===== src/rtl/s2h_pkg.sv =====
// Package for the scan code to HID report converter: types, constants and lookup tables.
`default_nettype none

package s2h_pkg;

  // Lookup constants
  localparam int unsigned REPORT_SLOTS = 6;
  localparam logic [6:0]  PLAIN_COUNT  = 7'h59;
  localparam logic [7:0]  MOD_MARK     = 8'hFF;
  localparam logic [7:0]  RELEASE_BIT  = 8'h80;

  // Controller states
  typedef enum logic [1:0] {
    ST_IDLE,
    ST_DECODE,
    ST_UPDATE,
    ST_REPORT
  } s2h_state_e;

  // Commands from controller to datapath
  typedef struct packed {
    logic capture;   // load the accepted word
    logic decode;    // register the table lookup
    logic update;    // apply the code to the held state
    logic load_out;  // copy the report into the output register
  } s2h_cmd_t;

  // Status from datapath to controller
  typedef struct packed {
    logic report_pending;  // code recognized and host ready
  } s2h_status_t;

  // Result of a table lookup
  typedef struct packed {
    logic       found;
    logic [7:0] usage;
    logic [7:0] mod;
  } s2h_lookup_t;

  // Plain code to HID usage, 0 = no key, MOD_MARK = modifier
  localparam logic [7:0] PLAIN_USAGE [89] = '{
    8'h00, 8'h29, 8'h1E, 8'h1F, 8'h20, 8'h21, 8'h22, 8'h23,
    8'h24, 8'h25, 8'h26, 8'h27, 8'h2D, 8'h2E, 8'h2A, 8'h2B,
    8'h14, 8'h1A, 8'h08, 8'h15, 8'h17, 8'h1C, 8'h18, 8'h0C,
    8'h12, 8'h13, 8'h2F, 8'h30, 8'h28, 8'hFF, 8'h04, 8'h16,
    8'h07, 8'h09, 8'h0A, 8'h0B, 8'h0D, 8'h0E, 8'h0F, 8'h33,
    8'h34, 8'h35, 8'hFF, 8'h31, 8'h1D, 8'h1B, 8'h06, 8'h19,
    8'h05, 8'h11, 8'h10, 8'h36, 8'h37, 8'h38, 8'hFF, 8'h55,
    8'hFF, 8'h2C, 8'h39, 8'h3A, 8'h3B, 8'h3C, 8'h3D, 8'h3E,
    8'h3F, 8'h40, 8'h41, 8'h42, 8'h43, 8'h53, 8'h47, 8'h5F,
    8'h60, 8'h61, 8'h56, 8'h5C, 8'h5D, 8'h5E, 8'h57, 8'h59,
    8'h5A, 8'h5B, 8'h62, 8'h63, 8'h46, 8'h00, 8'h00, 8'h44,
    8'h45
  };

  // Modifier bit of a plain modifier key
  function automatic logic [7:0] plain_mod_bit(input logic [6:0] code);
    logic [7:0] bit_mask;
    unique case (code)
      7'h1D:   bit_mask = 8'h01;
      7'h2A:   bit_mask = 8'h02;
      7'h38:   bit_mask = 8'h04;
      7'h36:   bit_mask = 8'h20;
      default: bit_mask = 8'h00;
    endcase
    return bit_mask;
  endfunction

  // Plain code lookup, empty entries and codes past the table are unknown
  function automatic s2h_lookup_t plain_lookup(input logic [6:0] code);
    s2h_lookup_t res;
    res.found = 1'b0;
    res.usage = 8'h00;
    res.mod   = 8'h00;
    if (code < PLAIN_COUNT) begin
      res.usage = PLAIN_USAGE[code];
      res.mod   = plain_mod_bit(code);
      res.found = (res.usage != 8'h00);
    end
    return res;
  endfunction

  // Extended (E0-prefixed) code lookup, exact match only
  function automatic s2h_lookup_t ext_lookup(input logic [15:0] code);
    s2h_lookup_t res;
    res.found = 1'b1;
    res.mod   = 8'h00;
    res.usage = MOD_MARK;
    unique case (code)
      16'hE01C: res.usage = 8'h58;
      16'hE01D: res.mod   = 8'h10;
      16'hE035: res.usage = 8'h54;
      16'hE037: res.usage = 8'h46;
      16'hE038: res.mod   = 8'h40;
      16'hE046: res.usage = 8'h48;
      16'hE047: res.usage = 8'h4A;
      16'hE048: res.usage = 8'h52;
      16'hE049: res.usage = 8'h4B;
      16'hE04B: res.usage = 8'h50;
      16'hE04D: res.usage = 8'h4F;
      16'hE04F: res.usage = 8'h4D;
      16'hE050: res.usage = 8'h51;
      16'hE051: res.usage = 8'h4E;
      16'hE052: res.usage = 8'h49;
      16'hE053: res.usage = 8'h4C;
      16'hE05B: res.mod   = 8'h08;
      16'hE05C: res.mod   = 8'h80;
      16'hE05D: res.usage = 8'h65;
      default: begin
        res.found = 1'b0;
        res.usage = 8'h00;
      end
    endcase
    return res;
  endfunction

endpackage

`default_nettype wire


===== src/rtl/s2h_ctrl.sv =====
// Controller state machine: sequences capture, decode, update and report load.
`default_nettype none

module s2h_ctrl (
  input  wire                 clk_i,
  input  wire                 rst_ni,
  input  wire                 in_valid_i,
  output logic                in_ready_o,
  output logic                out_valid_o,
  input  wire                 out_ready_i,
  input  s2h_pkg::s2h_status_t status_i,
  output s2h_pkg::s2h_cmd_t    cmd_o
);
  import s2h_pkg::*;

  s2h_state_e state_q, state_d;
  logic       out_valid_q, out_valid_d;
  logic       out_free;

  // Output register can take a report this cycle
  assign out_free = !out_valid_q || out_ready_i;

  // State register and output valid flag
  always_ff @(posedge clk_i or negedge rst_ni) begin
    if (!rst_ni) begin
      state_q     <= ST_IDLE;
      out_valid_q <= 1'b0;
    end else begin
      state_q     <= state_d;
      out_valid_q <= out_valid_d;
    end
  end

  // Next state
  always_comb begin
    state_d = state_q;
    unique case (state_q)
      ST_IDLE:   if (in_valid_i) state_d = ST_DECODE;
      ST_DECODE: state_d = ST_UPDATE;
      ST_UPDATE: state_d = ST_REPORT;
      ST_REPORT: if (!status_i.report_pending || out_free) state_d = ST_IDLE;
      default:   state_d = ST_IDLE;
    endcase
  end

  // Outputs and commands
  always_comb begin
    cmd_o       = '0;
    in_ready_o  = 1'b0;
    out_valid_d = out_valid_q && !out_ready_i;
    unique case (state_q)
      ST_IDLE: begin
        in_ready_o  = 1'b1;
        cmd_o.capture = in_valid_i;
      end
      ST_DECODE: cmd_o.decode = 1'b1;
      ST_UPDATE: cmd_o.update = 1'b1;
      ST_REPORT: begin
        if (status_i.report_pending && out_free) begin
          cmd_o.load_out = 1'b1;
          out_valid_d    = 1'b1;
        end
      end
      default: ;
    endcase
  end

  assign out_valid_o = out_valid_q;

endmodule

`default_nettype wire


===== src/rtl/s2h_datapath.sv =====
// Datapath: input register, table lookup, modifier and key slot state, report register.
`default_nettype none

module s2h_datapath #(
  parameter int KEY_SLOTS = 6
) (
  input  wire                  clk_i,
  input  wire                  rst_ni,
  input  s2h_pkg::s2h_cmd_t    cmd_i,
  output s2h_pkg::s2h_status_t status_o,
  input  wire  [15:0]          scan_code_i,
  input  wire                  host_ready_i,
  output logic [7:0]           modifier_byte_o,
  output logic [7:0]           report_keys_o [s2h_pkg::REPORT_SLOTS]
);
  import s2h_pkg::*;

  // Captured word
  logic [15:0] code_q;
  logic        host_q;

  // Decoded code
  logic        found_q;
  logic        release_q;
  logic [7:0]  usage_q;
  logic [7:0]  mod_q;
  logic        dec_host_q;

  // Held state
  logic [7:0]  mods_q, mods_d;
  logic [7:0]  keys_q [KEY_SLOTS];
  logic [7:0]  keys_d [KEY_SLOTS];
  logic [7:0]  keys_ext [KEY_SLOTS+1];

  // Report register
  logic [7:0]  rep_mod_q;
  logic [7:0]  rep_keys_q [REPORT_SLOTS];

  logic [15:0]   lookup_code;
  s2h_lookup_t   lookup;
  logic [KEY_SLOTS-1:0] hit;
  logic [KEY_SLOTS-1:0] first_free;
  logic [KEY_SLOTS-1:0] from_hit;
  logic          any_hit;

  // Release flag cleared before lookup
  assign lookup_code = {code_q[15:8], code_q[7:0] & ~RELEASE_BIT};

  always_comb begin
    if (lookup_code[15:8] != 8'h00) begin
      lookup = ext_lookup(lookup_code);
    end else begin
      lookup = plain_lookup(lookup_code[6:0]);
    end
  end

  // Input and decode registers
  always_ff @(posedge clk_i) begin
    if (cmd_i.capture) begin
      code_q <= scan_code_i;
      host_q <= host_ready_i;
    end
    if (cmd_i.decode) begin
      release_q  <= code_q[7];
      usage_q    <= lookup.usage;
      mod_q      <= lookup.mod;
      dec_host_q <= host_q;
    end
  end

  always_ff @(posedge clk_i or negedge rst_ni) begin
    if (!rst_ni) begin
      found_q <= 1'b0;
    end else if (cmd_i.decode) begin
      found_q <= lookup.found;
    end
  end

  // Slot match, first free slot and slots at or past the match
  always_comb begin
    logic taken;
    logic seen;
    taken = 1'b0;
    seen  = 1'b0;
    for (int j = 0; j < KEY_SLOTS; j++) begin
      hit[j]        = (keys_q[j] == usage_q);
      first_free[j] = (keys_q[j] == 8'h00) && !taken;
      taken         = taken || (keys_q[j] == 8'h00);
      seen          = seen || hit[j];
      from_hit[j]   = seen;
      keys_ext[j]   = keys_q[j];
    end
    keys_ext[KEY_SLOTS] = 8'h00;
  end

  assign any_hit = |hit;

  // Apply press or release
  always_comb begin
    mods_d = mods_q;
    for (int j = 0; j < KEY_SLOTS; j++) begin
      keys_d[j] = keys_q[j];
    end
    if (cmd_i.update && found_q) begin
      if (usage_q == MOD_MARK) begin
        mods_d = release_q ? (mods_q & ~mod_q) : (mods_q | mod_q);
      end else if (release_q) begin
        for (int j = 0; j < KEY_SLOTS; j++) begin
          if (from_hit[j]) keys_d[j] = keys_ext[j+1];
        end
      end else if (!any_hit) begin
        for (int j = 0; j < KEY_SLOTS; j++) begin
          if (first_free[j]) keys_d[j] = usage_q;
        end
      end
    end
  end

  always_ff @(posedge clk_i or negedge rst_ni) begin
    if (!rst_ni) begin
      mods_q <= 8'h00;
      for (int j = 0; j < KEY_SLOTS; j++) begin
        keys_q[j] <= 8'h00;
      end
    end else begin
      mods_q <= mods_d;
      for (int j = 0; j < KEY_SLOTS; j++) begin
        keys_q[j] <= keys_d[j];
      end
    end
  end

  // Report register, slots beyond the held list read as zero
  always_ff @(posedge clk_i) begin
    if (cmd_i.load_out) begin
      rep_mod_q <= mods_q;
      for (int i = 0; i < REPORT_SLOTS; i++) begin
        rep_keys_q[i] <= (i < KEY_SLOTS) ? keys_ext[(i < KEY_SLOTS) ? i : KEY_SLOTS] : 8'h00;
      end
    end
  end

  assign status_o.report_pending = found_q && dec_host_q;
  assign modifier_byte_o         = rep_mod_q;

  always_comb begin
    for (int i = 0; i < REPORT_SLOTS; i++) begin
      report_keys_o[i] = rep_keys_q[i];
    end
  end

endmodule

`default_nettype wire


===== src/rtl/scancode_to_hid_report_core.sv =====
// Top level: set-1 scan code to HID boot keyboard report converter.
// Sequence: a word is captured when accepted, then decoded, applied and its report
// loaded in the report step; a new word is accepted only once the controller is back
// in idle after capture, decode, update and report load; a report waiting for
// out_ready holds the next word in its report step only.
// Reset: asynchronous, active low; clears modifiers, all key slots and valids.
`default_nettype none

module scancode_to_hid_report_core #(
  parameter int KEY_SLOTS = 6
) (
  input  wire         clk_i,
  input  wire         rst_ni,
  input  wire         in_valid_i,
  output logic        in_ready_o,
  input  wire  [15:0] scan_code_i,
  input  wire         host_ready_i,
  output logic        out_valid_o,
  input  wire         out_ready_i,
  output logic [7:0]  modifier_byte_o,
  output logic [7:0]  key_slot0_o,
  output logic [7:0]  key_slot1_o,
  output logic [7:0]  key_slot2_o,
  output logic [7:0]  key_slot3_o,
  output logic [7:0]  key_slot4_o,
  output logic [7:0]  key_slot5_o
);
  import s2h_pkg::*;

  s2h_cmd_t    cmd;
  s2h_status_t status;
  logic [7:0]  report_keys [REPORT_SLOTS];

  // Controller
  s2h_ctrl u_ctrl (
    .clk_i       (clk_i),
    .rst_ni      (rst_ni),
    .in_valid_i  (in_valid_i),
    .in_ready_o  (in_ready_o),
    .out_valid_o (out_valid_o),
    .out_ready_i (out_ready_i),
    .status_i    (status),
    .cmd_o       (cmd)
  );

  // Datapath
  s2h_datapath #(
    .KEY_SLOTS (KEY_SLOTS)
  ) u_datapath (
    .clk_i           (clk_i),
    .rst_ni          (rst_ni),
    .cmd_i           (cmd),
    .status_o        (status),
    .scan_code_i     (scan_code_i),
    .host_ready_i    (host_ready_i),
    .modifier_byte_o (modifier_byte_o),
    .report_keys_o   (report_keys)
  );

  assign key_slot0_o = report_keys[0];
  assign key_slot1_o = report_keys[1];
  assign key_slot2_o = report_keys[2];
  assign key_slot3_o = report_keys[3];
  assign key_slot4_o = report_keys[4];
  assign key_slot5_o = report_keys[5];

endmodule

`default_nettype wire

===== config.mk =====
export PLATFORM = sky130hd
export DESIGN_NAME = scancode_to_hid_report_core
export DESIGN_NICKNAME = d
export VERILOG_FILES = /design/src/rtl/s2h_pkg.sv /design/src/rtl/s2h_ctrl.sv /design/src/rtl/s2h_datapath.sv /design/src/rtl/scancode_to_hid_report_core.sv
export SDC_FILE = /design/constraint.sdc
export NUM_CORES = 1
export LEC_CHECK = 0
export ABC_CLOCK_PERIOD_IN_PS = 8300
export BUFFER_PORTS_ARGS = -buffer_cell sky130_fd_sc_hd__buf_2
export CORE_MARGIN = 3
export CORE_UTILIZATION = 64
export CTS_CLUSTER_DIAMETER = 60
export DETAILED_ROUTE_END_ITERATION = 8
export PLACE_DENSITY = 0.85
export SLEW_MARGIN = 30
export SYNTH_ARGS = -nofsm -noshare
export SYNTH_HDL_FRONTEND = slang
export SYNTH_SLANG_ARGS = --single-unit

===== constraint.sdc =====
create_clock -name clk_i -period 8.3 [get_ports clk_i]
set_clock_uncertainty 0.1 [all_clocks]
set_input_delay 0.83 -clock clk_i [delete_from_list [all_inputs] [get_ports clk_i]]
set_output_delay 0.83 -clock clk_i [all_outputs]
set_load 0.02 [all_outputs]

# [Yosys cells after proc, flatten, opt, wreduce, memory -nomap -nowiden]
# Memories as Yosys holds them, arrays and structs flattened.
# Index checks and enable logic that the tools add are counted.
[op_classes] n_eq_ne=42 n_reduce_logical=54 n_mux=36 n_lt_le_gt_ge=2 n_addsub=0 bitwise=5 shifts=0 div=0 multipliers=0
[ops] op="$eq A15 B15 Y1 const B" count=19
[ops] op="$pmux W8 S16" count=1
[ops] op="$mux W8" count=15
[ops] op="$mux W48" count=2
[ops] op="$eq A8 B8 Y1" count=6
[ops] op="$logic_not A8 Y1" count=6
[ops] op="$mux W17" count=2
[ops] op="$pmux W8 S4" count=1
[ops] op="$reduce_and A5 Y1" count=6
[ops] op="$pmux W6 S4" count=1
[ops] op="$eq A7 B6 Y1 const B" count=3
[ops] op="$reduce_or A19 Y1" count=1
[ops] op="$reduce_bool A8 Y1" count=2
[ops] op="$ne A2 B2 Y1 const B" count=7
[ops] op="$reduce_bool A2 Y1" count=6
[ops] op="$logic_or A1 B1 Y1" count=11
[ops] op="$mux W1" count=11
[ops] op="$logic_and A1 B1 Y1" count=9
[ops] op="$and A8 B8 Y8" count=1
[ops] op="$eq A8 B8 Y1 const B" count=1
[ops] op="$ge A8 B8 Y1 const B" count=1
[ops] op="$logic_not A1 Y1" count=8
[ops] op="$not A7 Y8" count=1
[ops] op="$not A8 Y8" count=1
[ops] op="13 further kinds" count=17
[totals] register_bits=103 in_bits=21 ram_bits=48 mem_bits_ro=1024 mem_count=2 out_inout_bits=58 latchBits=0
[mem_list] name="(no name shown)" words=128 word_bits=8 rd=1 rd_ports_with_merged_regs=0 wr=0 line_no="s2h_pkg.sv:76" rtl="res.usage = PLAIN_USAGE[code];"
[mem_list] name="u_datapath.rep_keys_q" words=6 word_bits=8 rd=6 rd_ports_with_merged_regs=0 wr=6 line_no="s2h_datapath.sv:37" rtl="logic [7:0] rep_keys_q [REPORT_SLOTS];"

# [Longest topological paths before layout]
[logic_depth] ltp_word=10 depth_mapped=11 mapped_depth_nobuf=9

# [Hierarchy]
# From an unflattened synthesis, not the netlist that was laid out.
[unflattened] hier_cells=761 area_unflattened_um2=8170.3
[modules_own_cells] mod="s2h_datapath" n_inst=1 cells_per_inst=741 seq_area_each_um2=4159.0 area_each_um2=7961.4
[modules_own_cells] mod="s2h_ctrl" n_inst=1 cells_per_inst=20 seq_area_each_um2=75.1 area_each_um2=209.0

# [Worst setup path after synthesis]
# No wires, ideal clock.
[synth_path] kind="input -> register" startpoint="input out_ready_i" endpoint="register u_datapath.rep_mod_q[0] (netlist: u_datapath.modifier_byte_o[0]), enable pin" arrival_ns=3.468 required_ns=7.724 setup_slack_ns=4.256 cell_stages=2 cell_sequence="nand2b_1 -> nor2b_1"
[synth_lines] item="start, declared" line_no="scancode_to_hid_report_core.sv:19" rtl="input wire out_ready_i,"
[synth_lines] item="end signal, assigned" line_no="s2h_datapath.sv:136" rtl="rep_mod_q <= mods_q;"
[synth_lines] item="end, declared" line_no="s2h_datapath.sv:36" rtl="logic [7:0] rep_mod_q;"

# [Worst setup path in the final report]
[layout_path] startpoint="register u_datapath.code_q[1]" endpoint="register u_datapath.found_q"
[layout_via] elab_chain_len=7 elab_cells_between_ends=29 classes_between="1 x order compare; 19 x eq/ne; 5 x mux; 1 x bitwise; 2 x reduce/logical; 1 x memory"
[layout_rtl] item="start, declared" line_no="s2h_datapath.sv:19" rtl="logic [15:0] code_q;"
[layout_rtl] item="start signal, assigned" line_no="s2h_datapath.sv:60" rtl="code_q <= scan_code_i;"
[layout_rtl] item="$not A7 Y8 (implied by the code)" line_no="s2h_pkg.sv:76"
[layout_rtl] item="$mem_v2 Z128 W8"
[layout_rtl] item="$mux W8 (implied by the code) (2 in a row)" line_no="s2h_pkg.sv:76"
[layout_rtl] item="$reduce_bool A8 Y1" line_no="s2h_pkg.sv:78" rtl="res.found = (res.usage != 8'h00);"
[layout_rtl] item="$mux W17" line_no="s2h_pkg.sv:75" rtl="if (code < PLAIN_COUNT) begin"
[layout_rtl] item="$mux W17 (*)" line_no="s2h_datapath.sv:50" rtl="if (lookup_code[15:8] != 8'h00) begin"
[layout_rtl] item="end signal, assigned" line_no="s2h_datapath.sv:75" rtl="found_q <= lookup.found;"
[layout_rtl] item="end, declared" line_no="s2h_datapath.sv:23" rtl="logic found_q;"
# Mark *: on every way between the ends. The rest lies on a longest branch, timed or not. The select of a mux whose other input is x is not followed.
# A chain may end at the register's enable or synchronous reset.

==> key figures <==
STA
  • Hold Violations, Final: 0
  • Minimum clock period: 3.40 ns
  • Setup ws final: 4.90 ns
  • Final worst-path cycle share: 0.409
  • Worst Tran Pin Value: 0.835 ns
  • Fin Setup TNS: 0 ns
  • RSZ-0062 raised after global routing: no
  • Max Slew Vio Count: 0
  • Fmax: 294 MHz
  • Hold Worst Slack: 0.318 ns
  • # setup viols final: 0
  • Slew headroom: 0.443

Setup path
  • WP depth: 9
  • Worst path slowest cell: o41ai_1
  • CP peak stage delay: 0.65 ns
  • Delay-heaviest family, CP: compound AO/OA/AOI/OAI gates
  • CP endpoint kind: register
  • CP Buf/Inv Count: 1
  • Setup Crit Path Kind: register to register
  • Worst r2r src: u_datapath.code_q[1]
  • Crit. Startpoint: u_datapath.code_q[1]
  • Setup crit start kind: register
  • CP required: 8.54 ns
  • Setup slack, reg-to-reg: 4.90 ns
  • Worst-path cell chain: inv_1 > ha_1 > nor2_1 > a211o_1 > and4_1 > o41ai_1 > nor2b_1 > a41o_1 > a31oi_1
  • Critical Path AT: 3.64 ns
  • Worst setup path end: u_datapath.found_q
  • Reg2reg path depth: 9
  • FF-to-FF End: u_datapath.found_q
  • Crit path max fanout: 15

Layout
  • Fin nets: 851
  • N_diodes: 0
  • FILL cells: 761
  • Final core occ: 0.750
  • Share of cells above drive strength 1: 0.209
  • Area delta synth->final: 12.7%

Synth
  • Largest cells by area after synthesis: edfxtp_1 (33%), dfrtp_1 (18%), nand2_1 (5.8%)
  • Top_reg_cell synth: edfxtp_1
  • Cell taking the most area after synthesis: edfxtp_1
  • Most common cell in the netlist: nand2_1
  • Async set-reset flop share out of synthesis: 0.397
  • Yosys warning total: 0
  • Syn nets: 792
  • Number of enable flip-flop cells after synthesis: 91
  • Synth top area share: 0.335
  • Synth unique cells: 72
  • Post-Syn Area: 8160 um^2
  • #FFs+latches synth: 151
  • Post-Syn Area per Cell: 10.8 um^2
  • Synth Instances: 755
  • Register area share after synthesis: 0.519
  • Synth top cells by count: nand2_1 (126), edfxtp_1 (91), dfrtp_1 (60)

Die
  • Die Width: 119 um
  • # IOs: 79
  • Die area: 14100 um^2
  • Core area: 12300 um^2
  • Rows: 40
  • Initial Util: 0.666
  • Die Y: 119 um

Global route
  • Vias in the first global route: 6293
  • Initial antenna violation count: 0
  • Largest net degree at the start of global routing: 68
  • GRT overflow: 0
  • Global-route wire length before repair: 34100 um
  • GRT Total Usage: 0.307

Pwr
  • P_leak: 0.00418 uW
  • Peak VDD IR: 0.000270 V
  • PwrDens: 307 nW/um^2

Routing
  • Drt wl/cell: 21.1 um
  • DR vias: 6484
  • Total Wirelength: 21000 um
  • DRC: 0
  • DR iter-0 viols: 913
  • Vias per cell: 6.52
  • Antenna-violating nets left: 0
  • TritonRoute pass-1 iters: 6

Placement
  • Buffers added on ports: 78
  • Final GP Congestion: 0.935
  • Setup WS pre-CTS: 5.01 ns
  • Detailed placement HPWL: 14200 um

Flow run
  • Max-cap violations: 0

Clock tree
  • Skew-Pair Late Insertion Delay: 0.43 ns
  • # resized after CTS: 0
  • Root Buffer: clkbuf_16
  • Post-CTS setup buffers: 0
  • CTS hold repair buffers: 0
  • Max H-tree Level: 4
  • CTS tree: yes
  • Max Root-Sink Buffers: 2
  • Total CTS buffers: 17
  • Worst-path clk slew: 0.06 ns
  • Clk sinks: 151

Hold path
  • Min-Delay Path Class: register to register
  • Hold path cells: 0

Run status
  • Outcome: finished clean
kinds of logic after synthesis:
family,count (synthesis),synth area share
AO/OA/AOI/OAI,121,0.107
XOR/XNOR,48,0.0515
adder cells (fa/ha/maj),16,0.0245
buffers and inverters,59,0.0351
flip-flops,151,0.519
multiplexers,43,0.0678
AND/OR/NAND/NOR,317,0.195
cell type report:
cell class	instances	area (um^2)	area share
Clock buffer	17	425	0.0463
Clock inverter	15	165	0.0180
Inverter	13	48.8	0.00531
Multi-Input combinational cell	545	3650	0.397
Sequential cell	151	4230	0.460
Tap cell	168	210	0.0229
Timing Repair Buffer	86	458	0.0498
sequential cells by signal (all words and copies together) (netlist names), named ones only:
signal	cells
u_datapath.mod_q	8
u_datapath.modifier_byte_o	8
u_datapath.release_q	1
u_datapath.usage_q	8
u_datapath.keys_ext	48
u_ctrl.out_valid_o	1
u_ctrl.state_q	2
u_datapath.dec_host_q	1
u_datapath.code_q	16
u_datapath.host_q	1
u_datapath.rep_keys_q	48
u_datapath.found_q	1
cell usage in the layout (no fill, tap or decap), drive strengths merged, types with 14 or more instances in the layout:
master	n
nor2	39
nand2	127
o21ai	22
nor3	25
nand2b	29
a21oi	17
ha	16
mux2	40
clkbuf	17
nand3	14
edfxtp	91
dfrtp	60
buf	86
inv	19
nor4	29
xor2	40
through the flow:
stage                     cell area [um^2]  power, uW  instances
after floorplan                       8160       1780        755
after global placement                8580       1980        962
after detailed placement              8600       2020        963
after CTS                             9190       2800        995
after global routing                  9200       2950        995
final                                 9200       2820        995
power breakdown:
part / switching, uW / total (uW) / internal [uW]
Clock: 324 / 775 / 450
Combinational: 549 / 883 / 335
Sequential: 186 / 1160 / 978
Total: 1060 / 2820 / 1760
per-layer routing:
| metal | track usage | vias to the layer above | part of all wire |
|---|---|---|---|
| li1 | - | 2866 | - |
| met4 | 0.150 | 0 | 0.044 |
| met3 | 0.0726 | 94 | 0.087 |
| met5 | 0 | - | 0 |
| met1 | 0.410 | 3101 | 0.41 |
| met2 | 0.476 | 423 | 0.46 |
worst min-delay path by stage:
stage                              start                    end  slack [ns]
floorplan              u_datapath.host_q  u_datapath.dec_host_q        0.30
global placement    u_datapath.code_q[7]   u_datapath.release_q        0.30
detailed placement     u_datapath.host_q  u_datapath.dec_host_q        0.31
CTS                    u_datapath.host_q  u_datapath.dec_host_q        0.32
global route           u_datapath.host_q  u_datapath.dec_host_q        0.34
finish                 u_datapath.host_q  u_datapath.dec_host_q        0.32
Power figures use the tool's default switching activity.
